[config.mk]
export PLATFORM = sky130hd
export DESIGN_NAME = worst_receiver_rate_cap
export DESIGN_NICKNAME = d
export VERILOG_FILES = /design/src/hw/rtl/wrrc_pkg.sv /design/src/hw/rtl/wrrc_ctrl.sv /design/src/hw/rtl/wrrc_dp.sv /design/src/hw/rtl/worst_receiver_rate_cap.sv
export SDC_FILE = /design/constraint.sdc
export NUM_CORES = 2
export LEC_CHECK = 0
export ABC_CLOCK_PERIOD_IN_PS = 11100
export BUFFER_PORTS_ARGS = -buffer_cell sky130_fd_sc_hd__buf_2
export CAP_MARGIN = 20
export CORE_ASPECT_RATIO = 0.9
export CORE_MARGIN = 4
export CORE_UTILIZATION = 37
export CTS_CLUSTER_DIAMETER = 40
export CTS_CLUSTER_SIZE = 8
export DETAILED_ROUTE_END_ITERATION = 10
export PLACE_DENSITY = 0.54
export SLEW_MARGIN = 20
export SYNTH_ARGS = -nofsm -noshare
export SYNTH_HDL_FRONTEND = slang
export SYNTH_SLANG_ARGS = --single-unit
[constraint.sdc]
create_clock -name clk -period 11.1 [get_ports clk]
set_input_delay 3.33 -clock clk [delete_from_list [all_inputs] [get_ports clk]]
set_output_delay 3.33 -clock clk [all_outputs]
set_load 0.01 [all_outputs]
[src/hw/rtl/wrrc_pkg.sv]
package wrrc_pkg;

  // Defaults for the top-level parameters
  localparam int MAX_RECEIVERS_DEF = 16;
  localparam int CAP_EXPIRE_MS_DEF = 1000;

  // Field widths
  localparam int ID_W    = 32;
  localparam int RATE_W  = 32;
  localparam int LOSS_W  = 8;
  localparam int DROPS_W = 16;
  localparam int TIME_W  = 48;
  localparam int DATA_W  = 32;
  localparam int ADDR_W  = 4;

  // Loss threshold in Q8 at which a cap applies
  localparam logic [LOSS_W-1:0] LOSS_THRESHOLD_Q8 = 8'd26;

  // Opcodes
  localparam logic OP_REPORT = 1'b0;
  localparam logic OP_QUERY  = 1'b1;

  // Cap reason codes
  localparam logic [1:0] REASON_NONE  = 2'd0;
  localparam logic [1:0] REASON_LOSS  = 2'd1;
  localparam logic [1:0] REASON_WORST = 2'd2;

  // Configuration register indexes
  localparam logic [1:0] REG_MIN_BITRATE   = 2'd0;
  localparam logic [1:0] REG_START_BITRATE = 2'd1;
  localparam logic [1:0] REG_DEFAULT_RX    = 2'd2;

  // Controller states
  typedef enum logic [2:0] {
    ST_IDLE,
    ST_WRITE,
    ST_SCAN,
    ST_LAST,
    ST_FINISH
  } state_t;

  // Commands from controller to datapath
  typedef struct packed {
    logic capture;
    logic write;
    logic scan_clr;
    logic scan_rd;
    logic load_out;
  } cmd_t;

endpackage

[src/hw/rtl/wrrc_ctrl.sv]
module wrrc_ctrl #(
  parameter int MAX_RECEIVERS = wrrc_pkg::MAX_RECEIVERS_DEF,
  localparam int IDX_W = (MAX_RECEIVERS > 1) ? $clog2(MAX_RECEIVERS) : 1
) (
  input  logic              clk,
  input  logic              rst_n,
  input  logic              in_valid,
  output logic              in_ready,
  output logic              out_valid,
  input  logic              out_ready,
  output wrrc_pkg::cmd_t    cmd,
  output logic [IDX_W-1:0]  rd_idx
);

  localparam logic [IDX_W-1:0] LAST_IDX = IDX_W'(MAX_RECEIVERS - 1);

  wrrc_pkg::state_t state_r, state_nxt;
  logic [IDX_W-1:0] idx_r, idx_nxt;
  logic             out_valid_r, out_valid_nxt;

  // State, scan counter and result valid
  always_ff @(posedge clk) begin
    if (!rst_n) begin
      state_r     <= wrrc_pkg::ST_IDLE;
      idx_r       <= '0;
      out_valid_r <= 1'b0;
    end else begin
      state_r     <= state_nxt;
      idx_r       <= idx_nxt;
      out_valid_r <= out_valid_nxt;
    end
  end

  // Sequence one transaction: capture, table write, scan, result load
  always_comb begin
    state_nxt     = state_r;
    idx_nxt       = idx_r;
    out_valid_nxt = out_valid_r && !out_ready;
    cmd           = '0;
    unique case (state_r)
      wrrc_pkg::ST_IDLE: begin
        if (in_valid) begin
          cmd.capture = 1'b1;
          state_nxt   = wrrc_pkg::ST_WRITE;
        end
      end
      wrrc_pkg::ST_WRITE: begin
        cmd.write    = 1'b1;
        cmd.scan_clr = 1'b1;
        idx_nxt      = '0;
        state_nxt    = wrrc_pkg::ST_SCAN;
      end
      wrrc_pkg::ST_SCAN: begin
        cmd.scan_rd = 1'b1;
        if (idx_r == LAST_IDX) begin
          state_nxt = wrrc_pkg::ST_LAST;
        end else begin
          idx_nxt = idx_r + 1'b1;
        end
      end
      wrrc_pkg::ST_LAST: begin
        state_nxt = wrrc_pkg::ST_FINISH;
      end
      wrrc_pkg::ST_FINISH: begin
        if (!out_valid_r || out_ready) begin
          cmd.load_out  = 1'b1;
          out_valid_nxt = 1'b1;
          state_nxt     = wrrc_pkg::ST_IDLE;
        end
      end
      default: begin
        state_nxt = wrrc_pkg::ST_IDLE;
      end
    endcase
  end

  assign in_ready  = (state_r == wrrc_pkg::ST_IDLE);
  assign out_valid = out_valid_r;
  assign rd_idx    = idx_r;

  // Never overwrite a result that is still waiting
  a_no_overwrite: assert property (@(posedge clk) disable iff (!rst_n)
    cmd.load_out |-> (!out_valid_r || out_ready))
    else $error("result register overwritten while pending");

  // An accepted transaction moves straight to the table write
  a_accept_write: assert property (@(posedge clk) disable iff (!rst_n)
    (in_valid && in_ready) |=> (state_r == wrrc_pkg::ST_WRITE))
    else $error("accepted transaction did not reach table write");

  // A loaded result shows valid on the next cycle
  a_load_valid: assert property (@(posedge clk) disable iff (!rst_n)
    cmd.load_out |=> out_valid_r)
    else $error("loaded result not presented");

endmodule

[src/hw/rtl/wrrc_dp.sv]
module wrrc_dp #(
  parameter int MAX_RECEIVERS = wrrc_pkg::MAX_RECEIVERS_DEF,
  parameter int CAP_EXPIRE_MS = wrrc_pkg::CAP_EXPIRE_MS_DEF,
  localparam int IDX_W = (MAX_RECEIVERS > 1) ? $clog2(MAX_RECEIVERS) : 1,
  localparam int CNT_W = $clog2(MAX_RECEIVERS + 1)
) (
  input  logic                              clk,
  input  logic                              rst_n,
  input  wrrc_pkg::cmd_t                    cmd,
  input  logic [IDX_W-1:0]                  rd_idx,
  input  logic [wrrc_pkg::RATE_W-1:0]       min_bitrate,
  input  logic [wrrc_pkg::RATE_W-1:0]       start_bitrate,
  input  logic [wrrc_pkg::ID_W-1:0]         default_receiver,
  input  logic                              in_opcode,
  input  logic [wrrc_pkg::ID_W-1:0]         in_receiver,
  input  logic [wrrc_pkg::LOSS_W-1:0]       in_loss_fraction,
  input  logic [wrrc_pkg::DROPS_W-1:0]      in_dropped_frames,
  input  logic [wrrc_pkg::TIME_W-1:0]       in_event_time_us,
  output logic                              out_cap_active,
  output logic [wrrc_pkg::RATE_W-1:0]       out_cap_bps,
  output logic [1:0]                        out_cap_reason,
  output logic [wrrc_pkg::ID_W-1:0]         out_worst_receiver,
  output logic [wrrc_pkg::LOSS_W-1:0]       out_worst_loss,
  output logic [wrrc_pkg::DROPS_W-1:0]      out_worst_drops,
  output logic                              out_table_full
);

  localparam int DIFF_W = wrrc_pkg::TIME_W + 1;
  localparam logic signed [DIFF_W-1:0] EXPIRE_US = DIFF_W'(CAP_EXPIRE_MS * 1000);

  // Captured transaction
  logic                              op_r;
  logic [wrrc_pkg::ID_W-1:0]         id_r;
  logic [wrrc_pkg::LOSS_W-1:0]       loss_r;
  logic [wrrc_pkg::DROPS_W-1:0]      drops_r;
  logic [wrrc_pkg::TIME_W-1:0]       now_r;

  // Receiver table
  logic [MAX_RECEIVERS-1:0]          valid_r;
  logic [CNT_W-1:0]                  count_r;
  logic [wrrc_pkg::ID_W-1:0]         ent_rx_r    [MAX_RECEIVERS];
  logic                              ent_capped_r[MAX_RECEIVERS];
  logic [wrrc_pkg::RATE_W-1:0]       ent_cap_r   [MAX_RECEIVERS];
  logic [wrrc_pkg::LOSS_W-1:0]       ent_loss_r  [MAX_RECEIVERS];
  logic [wrrc_pkg::DROPS_W-1:0]      ent_drops_r [MAX_RECEIVERS];
  logic [wrrc_pkg::TIME_W-1:0]       ent_time_r  [MAX_RECEIVERS];

  // Scan read stage
  logic                              rd_vld_r;
  logic                              rd_valid_r;
  logic                              rd_capped_r;
  logic [wrrc_pkg::ID_W-1:0]         rd_rx_r;
  logic [wrrc_pkg::RATE_W-1:0]       rd_cap_r;
  logic [wrrc_pkg::LOSS_W-1:0]       rd_loss_r;
  logic [wrrc_pkg::DROPS_W-1:0]      rd_drops_r;
  logic [wrrc_pkg::TIME_W-1:0]       rd_time_r;

  // Running worst entry
  logic                              best_vld_r;
  logic [wrrc_pkg::ID_W-1:0]         best_rx_r;
  logic [wrrc_pkg::RATE_W-1:0]       best_cap_r;
  logic [wrrc_pkg::LOSS_W-1:0]       best_loss_r;
  logic [wrrc_pkg::DROPS_W-1:0]      best_drops_r;
  logic                              full_r;

  logic [MAX_RECEIVERS-1:0]          hit;
  logic                              hit_any;
  logic                              free_any;
  logic [IDX_W-1:0]                  hit_idx;
  logic [IDX_W-1:0]                  free_idx;
  logic [IDX_W-1:0]                  wr_idx;
  logic                              do_store;
  logic                              do_insert;
  logic                              new_capped;
  logic [wrrc_pkg::RATE_W-1:0]       half_rate;
  logic [wrrc_pkg::RATE_W-1:0]       new_cap;
  logic signed [DIFF_W-1:0]          age;
  logic                              in_force;
  logic                              worse;

  // Capture the transaction, substituting the default id for zero
  always_ff @(posedge clk) begin
    if (cmd.capture) begin
      op_r    <= in_opcode;
      id_r    <= (in_receiver != '0) ? in_receiver : default_receiver;
      loss_r  <= in_loss_fraction;
      drops_r <= in_dropped_frames;
      now_r   <= in_event_time_us;
    end
  end

  // Look up the receiver across all entries and find the first free slot
  always_comb begin
    hit_idx  = '0;
    free_idx = '0;
    for (int k = MAX_RECEIVERS - 1; k >= 0; k--) begin
      hit[k] = valid_r[k] && (ent_rx_r[k] == id_r);
      if (hit[k]) begin
        hit_idx = IDX_W'(k);
      end
      if (!valid_r[k]) begin
        free_idx = IDX_W'(k);
      end
    end
    hit_any  = |hit;
    free_any = !(&valid_r);
  end

  assign do_store   = (op_r == wrrc_pkg::OP_REPORT) && (hit_any || free_any);
  assign do_insert  = do_store && !hit_any;
  assign wr_idx     = hit_any ? hit_idx : free_idx;
  assign new_capped = (loss_r >= wrrc_pkg::LOSS_THRESHOLD_Q8) || (drops_r != '0);
  assign half_rate  = start_bitrate >> 1;
  assign new_cap    = !new_capped ? '0 :
                      (min_bitrate > half_rate) ? min_bitrate : half_rate;

  // Valid bits, fill count and table-full flag
  always_ff @(posedge clk) begin
    if (!rst_n) begin
      valid_r <= '0;
      count_r <= '0;
    end else if (cmd.write && do_insert) begin
      valid_r[wr_idx] <= 1'b1;
      count_r         <= count_r + 1'b1;
    end
  end

  always_ff @(posedge clk) begin
    if (cmd.write) begin
      full_r <= (op_r == wrrc_pkg::OP_REPORT) && !hit_any && !free_any;
    end
  end

  // Overwrite the entry with the report
  always_ff @(posedge clk) begin
    if (cmd.write && do_store) begin
      ent_rx_r[wr_idx]     <= id_r;
      ent_capped_r[wr_idx] <= new_capped;
      ent_cap_r[wr_idx]    <= new_cap;
      ent_loss_r[wr_idx]   <= loss_r;
      ent_drops_r[wr_idx]  <= drops_r;
      ent_time_r[wr_idx]   <= now_r;
    end
  end

  // Read one entry per cycle during the scan
  always_ff @(posedge clk) begin
    if (!rst_n) begin
      rd_vld_r <= 1'b0;
    end else begin
      rd_vld_r <= cmd.scan_rd;
    end
  end

  always_ff @(posedge clk) begin
    if (cmd.scan_rd) begin
      rd_valid_r  <= valid_r[rd_idx];
      rd_capped_r <= ent_capped_r[rd_idx];
      rd_rx_r     <= ent_rx_r[rd_idx];
      rd_cap_r    <= ent_cap_r[rd_idx];
      rd_loss_r   <= ent_loss_r[rd_idx];
      rd_drops_r  <= ent_drops_r[rd_idx];
      rd_time_r   <= ent_time_r[rd_idx];
    end
  end

  // Judge expiry and severity against the running worst
  assign age      = $signed({1'b0, now_r}) - $signed({1'b0, rd_time_r});
  assign in_force = rd_valid_r && rd_capped_r && (age <= EXPIRE_US);

  always_comb begin
    priority if (rd_cap_r != best_cap_r) begin
      worse = rd_cap_r < best_cap_r;
    end else if (rd_loss_r != best_loss_r) begin
      worse = rd_loss_r > best_loss_r;
    end else if (rd_drops_r != best_drops_r) begin
      worse = rd_drops_r > best_drops_r;
    end else begin
      worse = rd_rx_r < best_rx_r;
    end
  end

  always_ff @(posedge clk) begin
    if (!rst_n) begin
      best_vld_r <= 1'b0;
    end else if (cmd.scan_clr) begin
      best_vld_r <= 1'b0;
    end else if (rd_vld_r && in_force) begin
      best_vld_r <= 1'b1;
    end
  end

  always_ff @(posedge clk) begin
    if (rd_vld_r && in_force && (!best_vld_r || worse)) begin
      best_rx_r    <= rd_rx_r;
      best_cap_r   <= rd_cap_r;
      best_loss_r  <= rd_loss_r;
      best_drops_r <= rd_drops_r;
    end
  end

  // Load the result register
  always_ff @(posedge clk) begin
    if (cmd.load_out) begin
      out_cap_active     <= best_vld_r;
      out_cap_bps        <= best_vld_r ? best_cap_r : '0;
      out_worst_receiver <= best_vld_r ? best_rx_r : '0;
      out_worst_loss     <= best_vld_r ? best_loss_r : '0;
      out_worst_drops    <= best_vld_r ? best_drops_r : '0;
      out_table_full     <= full_r;
      if (!best_vld_r) begin
        out_cap_reason <= wrrc_pkg::REASON_NONE;
      end else if (count_r > CNT_W'(1)) begin
        out_cap_reason <= wrrc_pkg::REASON_WORST;
      end else begin
        out_cap_reason <= wrrc_pkg::REASON_LOSS;
      end
    end
  end

  // Fill count tracks the valid bits
  a_count_match: assert property (@(posedge clk) disable iff (!rst_n)
    count_r == CNT_W'($countones(valid_r)))
    else $error("fill count disagrees with valid bits");

  // Each receiver id occupies at most one entry
  a_unique_hit: assert property (@(posedge clk) disable iff (!rst_n)
    cmd.write |-> $onehot0(hit))
    else $error("receiver id held by more than one entry");

  // An insert only happens while the table has room
  a_insert_room: assert property (@(posedge clk) disable iff (!rst_n)
    (cmd.write && do_insert) |-> (count_r < CNT_W'(MAX_RECEIVERS)))
    else $error("insert into a full table");

endmodule

[src/hw/rtl/worst_receiver_rate_cap.sv]
// Channel  | Ports                                   | Handshake
// input    | in_opcode .. in_event_time_us           | in_valid / in_ready
// result   | out_cap_active .. out_table_full        | out_valid / out_ready
// config   | psel penable pwrite paddr pwdata prdata | APB, pready tied high
//
// After acceptance the transaction passes through the table write, then one entry
// read per cycle by the severity scan; ST_LAST judges the last entry and ST_FINISH
// loads the result. The next transaction is taken once the controller is back in
// the idle state.
// in_ready is high in the idle state only; a waiting result stalls the load.
// rst_n is synchronous and clears the table valid bits, count, controller and configuration registers.
module worst_receiver_rate_cap #(
  parameter int MAX_RECEIVERS = wrrc_pkg::MAX_RECEIVERS_DEF,
  parameter int CAP_EXPIRE_MS = wrrc_pkg::CAP_EXPIRE_MS_DEF
) (
  input  logic                              clk,
  input  logic                              rst_n,
  input  logic                              in_valid,
  output logic                              in_ready,
  input  logic                              in_opcode,
  input  logic [wrrc_pkg::ID_W-1:0]         in_receiver,
  input  logic [wrrc_pkg::LOSS_W-1:0]       in_loss_fraction,
  input  logic [wrrc_pkg::DROPS_W-1:0]      in_dropped_frames,
  input  logic [wrrc_pkg::TIME_W-1:0]       in_event_time_us,
  output logic                              out_valid,
  input  logic                              out_ready,
  output logic                              out_cap_active,
  output logic [wrrc_pkg::RATE_W-1:0]       out_cap_bps,
  output logic [1:0]                        out_cap_reason,
  output logic [wrrc_pkg::ID_W-1:0]         out_worst_receiver,
  output logic [wrrc_pkg::LOSS_W-1:0]       out_worst_loss,
  output logic [wrrc_pkg::DROPS_W-1:0]      out_worst_drops,
  output logic                              out_table_full,
  input  logic                              psel,
  input  logic                              penable,
  input  logic                              pwrite,
  input  logic [wrrc_pkg::ADDR_W-1:0]       paddr,
  input  logic [wrrc_pkg::DATA_W-1:0]       pwdata,
  output logic [wrrc_pkg::DATA_W-1:0]       prdata,
  output logic                              pready
);

  localparam int IDX_W = (MAX_RECEIVERS > 1) ? $clog2(MAX_RECEIVERS) : 1;

  logic [wrrc_pkg::RATE_W-1:0] min_bitrate_r;
  logic [wrrc_pkg::RATE_W-1:0] start_bitrate_r;
  logic [wrrc_pkg::ID_W-1:0]   default_rx_r;
  logic [1:0]                  reg_idx;
  logic                        cfg_wr;
  wrrc_pkg::cmd_t              cmd;
  logic [IDX_W-1:0]            rd_idx;

  assign pready  = 1'b1;
  assign reg_idx = paddr[3:2];
  assign cfg_wr  = psel && penable && pwrite && pready;

  // Configuration registers
  always_ff @(posedge clk) begin
    if (!rst_n) begin
      min_bitrate_r   <= '0;
      start_bitrate_r <= '0;
      default_rx_r    <= '0;
    end else if (cfg_wr) begin
      unique case (reg_idx)
        wrrc_pkg::REG_MIN_BITRATE:   min_bitrate_r   <= pwdata;
        wrrc_pkg::REG_START_BITRATE: start_bitrate_r <= pwdata;
        wrrc_pkg::REG_DEFAULT_RX:    default_rx_r    <= pwdata;
        default: ;
      endcase
    end
  end

  // Register read-back
  always_comb begin
    unique case (reg_idx)
      wrrc_pkg::REG_MIN_BITRATE:   prdata = min_bitrate_r;
      wrrc_pkg::REG_START_BITRATE: prdata = start_bitrate_r;
      wrrc_pkg::REG_DEFAULT_RX:    prdata = default_rx_r;
      default:                     prdata = '0;
    endcase
  end

  wrrc_ctrl #(
    .MAX_RECEIVERS (MAX_RECEIVERS)
  ) u_ctrl (
    .clk       (clk),
    .rst_n     (rst_n),
    .in_valid  (in_valid),
    .in_ready  (in_ready),
    .out_valid (out_valid),
    .out_ready (out_ready),
    .cmd       (cmd),
    .rd_idx    (rd_idx)
  );

  wrrc_dp #(
    .MAX_RECEIVERS (MAX_RECEIVERS),
    .CAP_EXPIRE_MS (CAP_EXPIRE_MS)
  ) u_dp (
    .clk                (clk),
    .rst_n              (rst_n),
    .cmd                (cmd),
    .rd_idx             (rd_idx),
    .min_bitrate        (min_bitrate_r),
    .start_bitrate      (start_bitrate_r),
    .default_receiver   (default_rx_r),
    .in_opcode          (in_opcode),
    .in_receiver        (in_receiver),
    .in_loss_fraction   (in_loss_fraction),
    .in_dropped_frames  (in_dropped_frames),
    .in_event_time_us   (in_event_time_us),
    .out_cap_active     (out_cap_active),
    .out_cap_bps        (out_cap_bps),
    .out_cap_reason     (out_cap_reason),
    .out_worst_receiver (out_worst_receiver),
    .out_worst_loss     (out_worst_loss),
    .out_worst_drops    (out_worst_drops),
    .out_table_full     (out_table_full)
  );

endmodule

; After elaboration in Yosys (flattened, before gate mapping)
; Memories as Yosys holds them, arrays and structs flattened. A register that Yosys moved wholly into a read port is not among the register bits.
; Cells that the tools add are included.
[classes]
muxes = 61
n_lt_le_gt_ge = 11
mul = 0
shift = 0
n_div = 0
n_reduce_logical = 52
n_addsub = 3
n_bitwise = 3
n_eq_ne = 30
[op_table]
columns = cell, n
row1 = 32-bit equality test, 16
row2 = 4-bit two-way mux, 34
row3 = 32-bit two-way mux, 3
row4 = 32-bit one-hot mux with 3 select lines, 1
row5 = 32-bit less-than comparator, 2
row6 = 49-bit by 21-bit <= comparator with 1-bit output (second input constant), 1
row7 = 48-bit by 48-bit subtractor with 49-bit output, 1
row8 = 32-bit by 31-bit greater-than comparator with 1-bit output, 1
row9 = 32-bit inequality test, 1
row10 = 32-bit nonzero test, 1
row11 = 1-bit logical AND, 30
row12 = 16-bit greater-than comparator, 1
row13 = 16-bit inequality test, 1
row14 = 16-bit OR, 1
row15 = 16-bit AND reduction, 1
row16 = 16-bit nonzero test, 1
row17 = 16-bit OR reduction, 1
row18 = 3-bit one-hot mux with 5 select lines, 1
row19 = 1-bit two-way mux, 14
row20 = 4-bit by 5-bit less-than comparator with 1-bit output (second input constant), 2
row21 = 3-bit two-way mux, 3
row22 = 8-bit by 5-bit >= comparator with 1-bit output (second input constant), 1
row23 = 8-bit greater-than comparator, 1
row24 = 8-bit inequality test, 1
row25 = 25 further kinds, 40
[totals]
ramBits = 2192
ff_bits = 414
input_bits = 148
mem_bits_ro = 0
word_cells = 194
latch_bits = 0
memories = 6
output_inout_bits = 127
[memory_table]
columns = memory, depth, word_bits, read_ports, rd_ports_with_merged_regs, wr, line
row1 = u_dp.ent_time_r, 16, 48, 1, 1, 1, wrrc_dp.sv:46  ; logic [wrrc_pkg::TIME_W-1:0] ent_time_r [MAX_RECEIVERS];
row2 = u_dp.ent_cap_r, 16, 32, 1, 1, 1, wrrc_dp.sv:43  ; logic [wrrc_pkg::RATE_W-1:0] ent_cap_r [MAX_RECEIVERS];
row3 = u_dp.ent_rx_r, 16, 32, 17, 1, 1, wrrc_dp.sv:41  ; logic [wrrc_pkg::ID_W-1:0] ent_rx_r [MAX_RECEIVERS];
row4 = u_dp.ent_drops_r, 16, 16, 1, 1, 1, wrrc_dp.sv:45  ; logic [wrrc_pkg::DROPS_W-1:0] ent_drops_r [MAX_RECEIVERS];
row5 = u_dp.ent_loss_r, 16, 8, 1, 1, 1, wrrc_dp.sv:44  ; logic [wrrc_pkg::LOSS_W-1:0] ent_loss_r [MAX_RECEIVERS];
row6 = u_dp.ent_capped_r, 16, 1, 1, 1, 1, wrrc_dp.sv:42  ; logic ent_capped_r[MAX_RECEIVERS];

; Depth between registers and ports, before layout
; An unclocked memory read counts as a cell.
[logic_depth]
ltp_word = 25
depth_mapped = 14
mapped_depth_nobuf = 13

; By module
; A second synthesis with hierarchy kept.
[hier_totals]
cells_unflattened = 6311
area_unflattened_um2 = 115794.8
[by_module_without_submodules]
columns = mod, seq_area_each_um2, area_per_inst_um2, cells_each, n_inst
row1 = wrrc_dp, 79015.8, 111131.6, 5798, 1
row2 = worst_receiver_rate_cap, 1921.8, 4211.5, 460, 1
row3 = wrrc_ctrl, 160.2, 451.7, 53, 1

; Worst setup path after synthesis
; OpenSTA, ideal clock, no wires.
[synth_path]
path_type = register -> register
startpoint = register u_dp.now_r[11] (netlist bit)
endpoint = register u_dp.best_cap_r[0] (netlist bit), enable pin
t_required_ns = 10.457
arrival_ns = 9.103
n_path_buf = 1
path_slack_ns = 1.354
synth_period_minus_slack_ns = 9.746
path_stages_with_launch = 14
cell_sequence = edfxtp_1 > ha_1 > buf_4 > nand4_1 > a2111oi_2 > o21ai_1 > a31oi_1 > a21oi_1 > o21ai_0 > xor2_1 > or4_4 > nor4_4 > a31oi_1 > nor3_1
[synth_via]
elab_chain_cells = 5
[synth_rtl]
columns = item, line
row1 = from (decl), wrrc_dp.sv:36  ; logic [wrrc_pkg::TIME_W-1:0] now_r;
row2 = from (signal assigned), wrrc_dp.sv:88  ; now_r <= in_event_time_us;
row3 = 48-bit by 48-bit subtractor with 49-bit output, wrrc_dp.sv:168  ; assign age = $signed({1'b0, now_r}) - $signed({1'b0, rd_time_r});
row4 = 49-bit by 21-bit <= comparator with 1-bit output, wrrc_dp.sv:169  ; assign in_force = rd_valid_r && rd_capped_r && (age <= EXPIRE_US);
row5 = 1-bit logical AND, wrrc_dp.sv:169
row6 = 1-bit logical AND (2 in series), wrrc_dp.sv:194  ; if (rd_vld_r && in_force && (!best_vld_r || worse)) begin
row7 = to (signal assigned), wrrc_dp.sv:196  ; best_cap_r <= rd_cap_r;
row8 = to (decl), wrrc_dp.sv:61  ; logic [wrrc_pkg::RATE_W-1:0] best_cap_r;
; No other way between the ends.
; A chain may end at the register's enable or synchronous reset.

; Worst setup path after layout
[layout_path]
startpoint = input port paddr[2] (netlist bit)
endpoint = output port prdata[7] (netlist bit)
[layout_via]
elab_chain_cells = 2
[layout_rtl]
columns = item, line
row1 = from (decl), worst_receiver_rate_cap.sv:37  ; input logic [wrrc_pkg::ADDR_W-1:0] paddr,
row2 = "2-bit equality test, or another cell as far along", worst_receiver_rate_cap.sv:75  ; unique case (reg_idx)
row3 = 32-bit one-hot mux with 3 select lines (*), worst_receiver_rate_cap.sv:75
row4 = to (decl), worst_receiver_rate_cap.sv:39  ; output logic [wrrc_pkg::DATA_W-1:0] prdata,
; Every way passes the cells marked *; elsewhere a longest branch is shown, timed or not.

==> metrics.txt <==
# TYPE chip_impl_metric gauge
chip_impl_info{name="run_status",value="finished, final reports clean"} 1
chip_impl_metric{name="max_slew_margin",unit="%"} 24.07
chip_impl_metric{name="grt_pass1_wl",unit="µm"} 463700
chip_impl_metric{name="post-cts-setup-buffer-count",unit=""} 0
chip_impl_metric{name="finalClockSkew",unit="ns"} 0.06918
chip_impl_metric{name="clockBufferDepth",unit=""} 4
chip_impl_metric{name="place_hpwl",unit="µm"} 191700
chip_impl_metric{name="postSynthNetCount",unit=""} 6517
chip_impl_metric{name="detail-route-antenna-nets",unit=""} 0
chip_impl_metric{name="dp_cell_count",unit=""} 10370
chip_impl_info{name="startpoint",value="paddr[2]"} 1
chip_impl_metric{name="holdPathStages",unit=""} 0
chip_impl_metric{name="cts.reportedPaths.clkPinSlew",unit="ns"} 0.05
chip_impl_metric{name="layout.nets",unit=""} 7031
chip_impl_info{name="crit_path_end_kind",value="primary output"} 1
chip_impl_metric{name="ff2ff_path_depth",unit=""} 14
chip_impl_metric{name="crit_required",unit="ns"} 7.77
chip_impl_info{name="most_used_cell_cp",value="sky130_fd_sc_hd__buf_2"} 1
chip_impl_info{name="cts_tree",value="yes"} 1
chip_impl_metric{name="synth_area",unit="mm²"} 0.1144
chip_impl_metric{name="vias_per_cell",unit=""} 5.511
chip_impl_metric{name="critical_path.n_buffers_inverters",unit=""} 3
chip_impl_metric{name="logic_depth_of_the_worst_path_buffers_included",unit=""} 6
chip_impl_metric{name="final_weighted_congestion_in_routability_driven_placement",unit=""} 0.9062
chip_impl_metric{name="floorplan.die.width",unit="µm"} 594.1
chip_impl_metric{name="ys_seq_area_share",unit="%"} 70.90
chip_impl_metric{name="level_count_of_the_clock_h_tree",unit=""} 5
chip_impl_info{name="grt_setup_unrepaired",value="false"} 1
chip_impl_info{name="synth_ff_type",value="sky130_fd_sc_hd__edfxtp_1"} 1
chip_impl_info{name="worst_hold_path.endpoint",value="u_dp.best_rx_r[0]$_DFFE_PP_"} 1
chip_impl_metric{name="dpl-instance-area",unit="mm²"} 0.1209
chip_impl_metric{name="detail_route.wl_per_cell",unit="µm"} 29.62
chip_impl_metric{name="hold_violations",unit=""} 0
chip_impl_info{name="worstReg2RegEnd",value="u_dp.best_drops_r[15]$_DFFE_PP_"} 1
chip_impl_info{name="cp-start-kind",value="input port"} 1
chip_impl_metric{name="crit_path_max_incr_delay",unit="ns"} 0.84
chip_impl_metric{name="worst_r2r_setup_slack",unit="ns"} 5.09
chip_impl_metric{name="cts_sinks",unit=""} 2743
chip_impl_metric{name="power_per_cell_area",unit="mW/mm²"} 194.8
chip_impl_metric{name="track_usage",unit="%"} 20.11
chip_impl_metric{name="floorplan.initialDensity",unit="%"} 37.21
chip_impl_metric{name="critical_path_peak_fanout",unit=""} 38
chip_impl_info{name="r2r_start",value="u_dp.now_r[13]$_DFFE_PP_"} 1
chip_impl_info{name="cpLargestDelayFamily",value="buffers and inverters"} 1
chip_impl_metric{name="post-route-min-period",unit="ns"} 8.350
chip_impl_metric{name="pin_count_of_the_biggest_net_entering_global_routing",unit=""} 120
chip_impl_metric{name="cts_hold_buffers",unit=""} 0
chip_impl_info{name="criticalPathCategory",value="in -> out"} 1
chip_impl_metric{name="clock_buffer_count_from_cts",unit=""} 436
chip_impl_info{name="layout.cells.most_common",value="sky130_fd_sc_hd__edfxtp_1"} 1
chip_impl_info{name="hold_path_class",value="reg -> reg"} 1
chip_impl_metric{name="die_h",unit="µm"} 535.5
chip_impl_metric{name="async_reset_ff_share",unit="%"} 0
chip_impl_metric{name="worst_pin_slew",unit="ns"} 1.137
chip_impl_metric{name="vias",unit=""} 60841
chip_impl_metric{name="grt_pass1_vias",unit=""} 61742
chip_impl_metric{name="gr-total-overflow",unit=""} 0
chip_impl_info{name="timing.critical_path.slowest_stage_cell",value="sky130_fd_sc_hd__buf_2"} 1
chip_impl_info{name="cts.root.buffer_cell",value="sky130_fd_sc_hd__clkbuf_16"} 1
chip_impl_metric{name="antenna_found_initial",unit=""} 12
chip_impl_metric{name="relative_area_change_from_synthesis_to_final_layout",unit="%"} 16.96
chip_impl_metric{name="port-buffer-count",unit=""} 271
chip_impl_metric{name="design.portCount",unit=""} 275
chip_impl_metric{name="drt_pre_antenna_iters",unit=""} 8
chip_impl_metric{name="finalSetupViolations",unit=""} 0
chip_impl_metric{name="vdd_drop_max",unit="mV"} 0.1484
chip_impl_metric{name="cap_viol_max_count",unit=""} 0
chip_impl_metric{name="cts.repair.resized",unit=""} 0
chip_impl_metric{name="synth.avg_cell_area",unit="µm²"} 18.45
chip_impl_metric{name="ys_seq_elements",unit=""} 2743
chip_impl_metric{name="synth_enable_flop_cells",unit=""} 2616
chip_impl_metric{name="drt-total-wl",unit="µm"} 327000
chip_impl_metric{name="multi_input_area",unit="mm²"} 0.03135
chip_impl_metric{name="dr.first_iter.drc_count",unit=""} 6223
chip_impl_metric{name="number_of_library_cell_types_mapped_by_synthesis",unit=""} 84
chip_impl_metric{name="clock_latency",unit="ns"} 0.95
chip_impl_metric{name="synth_cells",unit=""} 6200
chip_impl_metric{name="max_clock_freq",unit="MHz"} 119.8
chip_impl_metric{name="post_route_cells_drive_above_1_share",unit="%"} 24.15
chip_impl_metric{name="postLayoutCellArea",unit="mm²"} 0.1338
chip_impl_metric{name="cellLeakagePower",unit="nW"} 44.03
chip_impl_metric{name="sequential_cell_area",unit="mm²"} 0.08111
chip_impl_metric{name="critPathArrivalTime",unit="ns"} 5.02
chip_impl_info{name="holdCritStartpoint",value="u_dp.rd_rx_r[0]$_DFFE_PP_"} 1
chip_impl_metric{name="timing.final.crit_share",unit="%"} 75.23
chip_impl_metric{name="core_region_area",unit="mm²"} 0.3074
chip_impl_info{name="critical_path.cell_chain",value="buf_2, nor2b_2, buf_4, nand2_1, o21ai_0, buf_2"} 1
chip_impl_metric{name="route.detailed.drc",unit=""} 0
chip_impl_metric{name="synth-warning-count",unit=""} 0
chip_impl_metric{name="floorplan.die_area",unit="mm²"} 0.3181
chip_impl_metric{name="finalCoreUtilization",unit="%"} 43.52
chip_impl_metric{name="fin_tns_setup",unit="ns"} 0
chip_impl_metric{name="core.rowCount",unit=""} 193
chip_impl_info{name="mostFrequentLayoutCells",value="sky130_fd_sc_hd__edfxtp_1 (2,616), sky130_fd_sc_hd__mux4_2 (673), sky130_fd_sc_hd__clkbuf_16 (446)"} 1
chip_impl_metric{name="post_layout_nonfiller_instances",unit=""} 11040
chip_impl_metric{name="timing.final.max_slew_violations",unit=""} 0
chip_impl_metric{name="fillerInstances",unit=""} 26639
-- registers in the layout, summed over array words and instances, names as in the netlist, 16 cells and up --
| register | count |
|---|---|
| u_dp.ent_time_r | 768 |
| u_dp.ent_cap_r | 512 |
| u_dp.ent_rx_r | 512 |
| u_dp.ent_drops_r | 256 |
| u_dp.ent_loss_r | 128 |
| u_dp.now_r | 48 |
| u_dp.rd_time_r | 48 |
| default_rx_r | 32 |
| min_bitrate_r | 32 |
| start_bitrate_r | 32 |
| u_dp.best_cap_r | 32 |
| u_dp.best_rx_r | 32 |
| u_dp.id_r | 32 |
| u_dp.out_cap_bps | 32 |
| u_dp.out_worst_receiver | 32 |
| u_dp.rd_cap_r | 32 |
| u_dp.rd_rx_r | 32 |
| u_dp.best_drops_r | 16 |
| u_dp.drops_r | 16 |
| u_dp.ent_capped_r | 16 |
| u_dp.out_worst_drops | 16 |
| u_dp.rd_drops_r | 16 |
| u_dp.valid_r | 16 |
-- layout make-up --
type	count	area share (%)
diodes	5	0.009353
clock buffers	536	8.678
clock inverters	128	0.9419
inverters	196	0.5574
multi-input cells	2949	23.43
flip-flops and latches	2743	60.63
well taps	4095	3.830
repair buffers	388	1.915
-- cell usage after synthesis, types with 4 or more instances --
library cell | count | area (µm²)
sky130_fd_sc_hd__a211o_1 | 6 | 52.55
sky130_fd_sc_hd__a211oi_1 | 27 | 202.7
sky130_fd_sc_hd__a21boi_0 | 99 | 743.2
sky130_fd_sc_hd__a21o_1 | 76 | 570.6
sky130_fd_sc_hd__a21oi_1 | 100 | 500.5
sky130_fd_sc_hd__a21oi_2 | 6 | 52.55
sky130_fd_sc_hd__a22o_1 | 17 | 148.9
sky130_fd_sc_hd__a31oi_1 | 16 | 100.1
sky130_fd_sc_hd__and2_1 | 13 | 81.33
sky130_fd_sc_hd__and3_1 | 9 | 56.30
sky130_fd_sc_hd__buf_1 | 50 | 187.7
sky130_fd_sc_hd__buf_2 | 40 | 200.2
sky130_fd_sc_hd__buf_4 | 36 | 270.3
sky130_fd_sc_hd__clkbuf_1 | 183 | 686.9
sky130_fd_sc_hd__dfxtp_1 | 127 | 2542
sky130_fd_sc_hd__edfxtp_1 | 2616 | 78560
sky130_fd_sc_hd__ha_1 | 169 | 2115
sky130_fd_sc_hd__inv_1 | 195 | 732.0
sky130_fd_sc_hd__mux2i_1 | 84 | 840.8
sky130_fd_sc_hd__mux4_2 | 673 | 15160
sky130_fd_sc_hd__nand2_1 | 314 | 1179
sky130_fd_sc_hd__nand2b_1 | 14 | 87.58
sky130_fd_sc_hd__nand3_1 | 51 | 255.2
sky130_fd_sc_hd__nand4_1 | 102 | 638.1
sky130_fd_sc_hd__nor2_1 | 203 | 762.0
sky130_fd_sc_hd__nor2b_1 | 40 | 250.2
sky130_fd_sc_hd__nor3_1 | 41 | 205.2
sky130_fd_sc_hd__nor3b_1 | 4 | 30.03
sky130_fd_sc_hd__nor4_1 | 101 | 631.9
sky130_fd_sc_hd__o211a_1 | 6 | 60.06
sky130_fd_sc_hd__o211ai_1 | 16 | 120.1
sky130_fd_sc_hd__o21a_1 | 18 | 135.1
sky130_fd_sc_hd__o21ai_0 | 87 | 435.4
sky130_fd_sc_hd__o21ai_1 | 10 | 50.05
sky130_fd_sc_hd__o21bai_1 | 6 | 45.04
sky130_fd_sc_hd__o31a_1 | 4 | 35.03
sky130_fd_sc_hd__or2_2 | 5 | 31.28
sky130_fd_sc_hd__or3_1 | 18 | 112.6
sky130_fd_sc_hd__xnor2_1 | 180 | 1577
sky130_fd_sc_hd__xor2_1 | 368 | 3223
-- worst max path at each step --
stage | slack [ns] | to
floorplan | 1.35 | u_dp.best_cap_r[0]$_DFFE_PP_
global placement | 2.79 | prdata[5]
detailed placement | 2.77 | prdata[5]
CTS | 2.76 | prdata[5]
global route | 2.65 | prdata[5]
finish | 2.75 | prdata[7]
-- routing by layer --
metal / track usage, % / vias up / share of wire, %
met2: 31.94 / 2146 / 47
li1: - / 25728 / -
met1: 28.75 / 32508 / 44
met3: 2.983 / 457 / 5.8
met4: 6.159 / 2 / 3.0
met5: 0 / - / 0.0043
-- cells by family (layout without fill, tap and decap cells) --
logic type      Yosys count  after routing  synth area share [%]
compound gates          539            539                 3.249
xor+xnor                548            548                 4.196
fa+ha+maj               169            169                 1.849
buf+inv                 508           1248                 1.849
flops                  2743           2743                 70.90
mux                     757            757                 13.99
other cells               1              6              0.003279
simple gates            935            935                 3.965
-- per-stage QoR --
stage          setup WS [ns]  hold slack, ns  total power, mW
6_report               2.750          0.4369            26.06
5_1_grt                2.655          0.4242            26.97
4_1_cts                2.761          0.4262            26.33
3_5_place_dp           2.770          0.4227            14.13
3_3_place_gp           2.793          0.4233            14.10
2_1_floorplan          1.354          0.4003            13.38
-- power breakdown --
group | internal, mW | leakage [nW] | switching (mW)
combinational | 0.796 | 12.3 | 1.25
clock | 7.59 | 6.25 | 4.54
sequential | 11.7 | 25.4 | 0.222
total | 20.1 | 44.0 | 6.01
No activity file was read; power rests on OpenSTA's default activity.
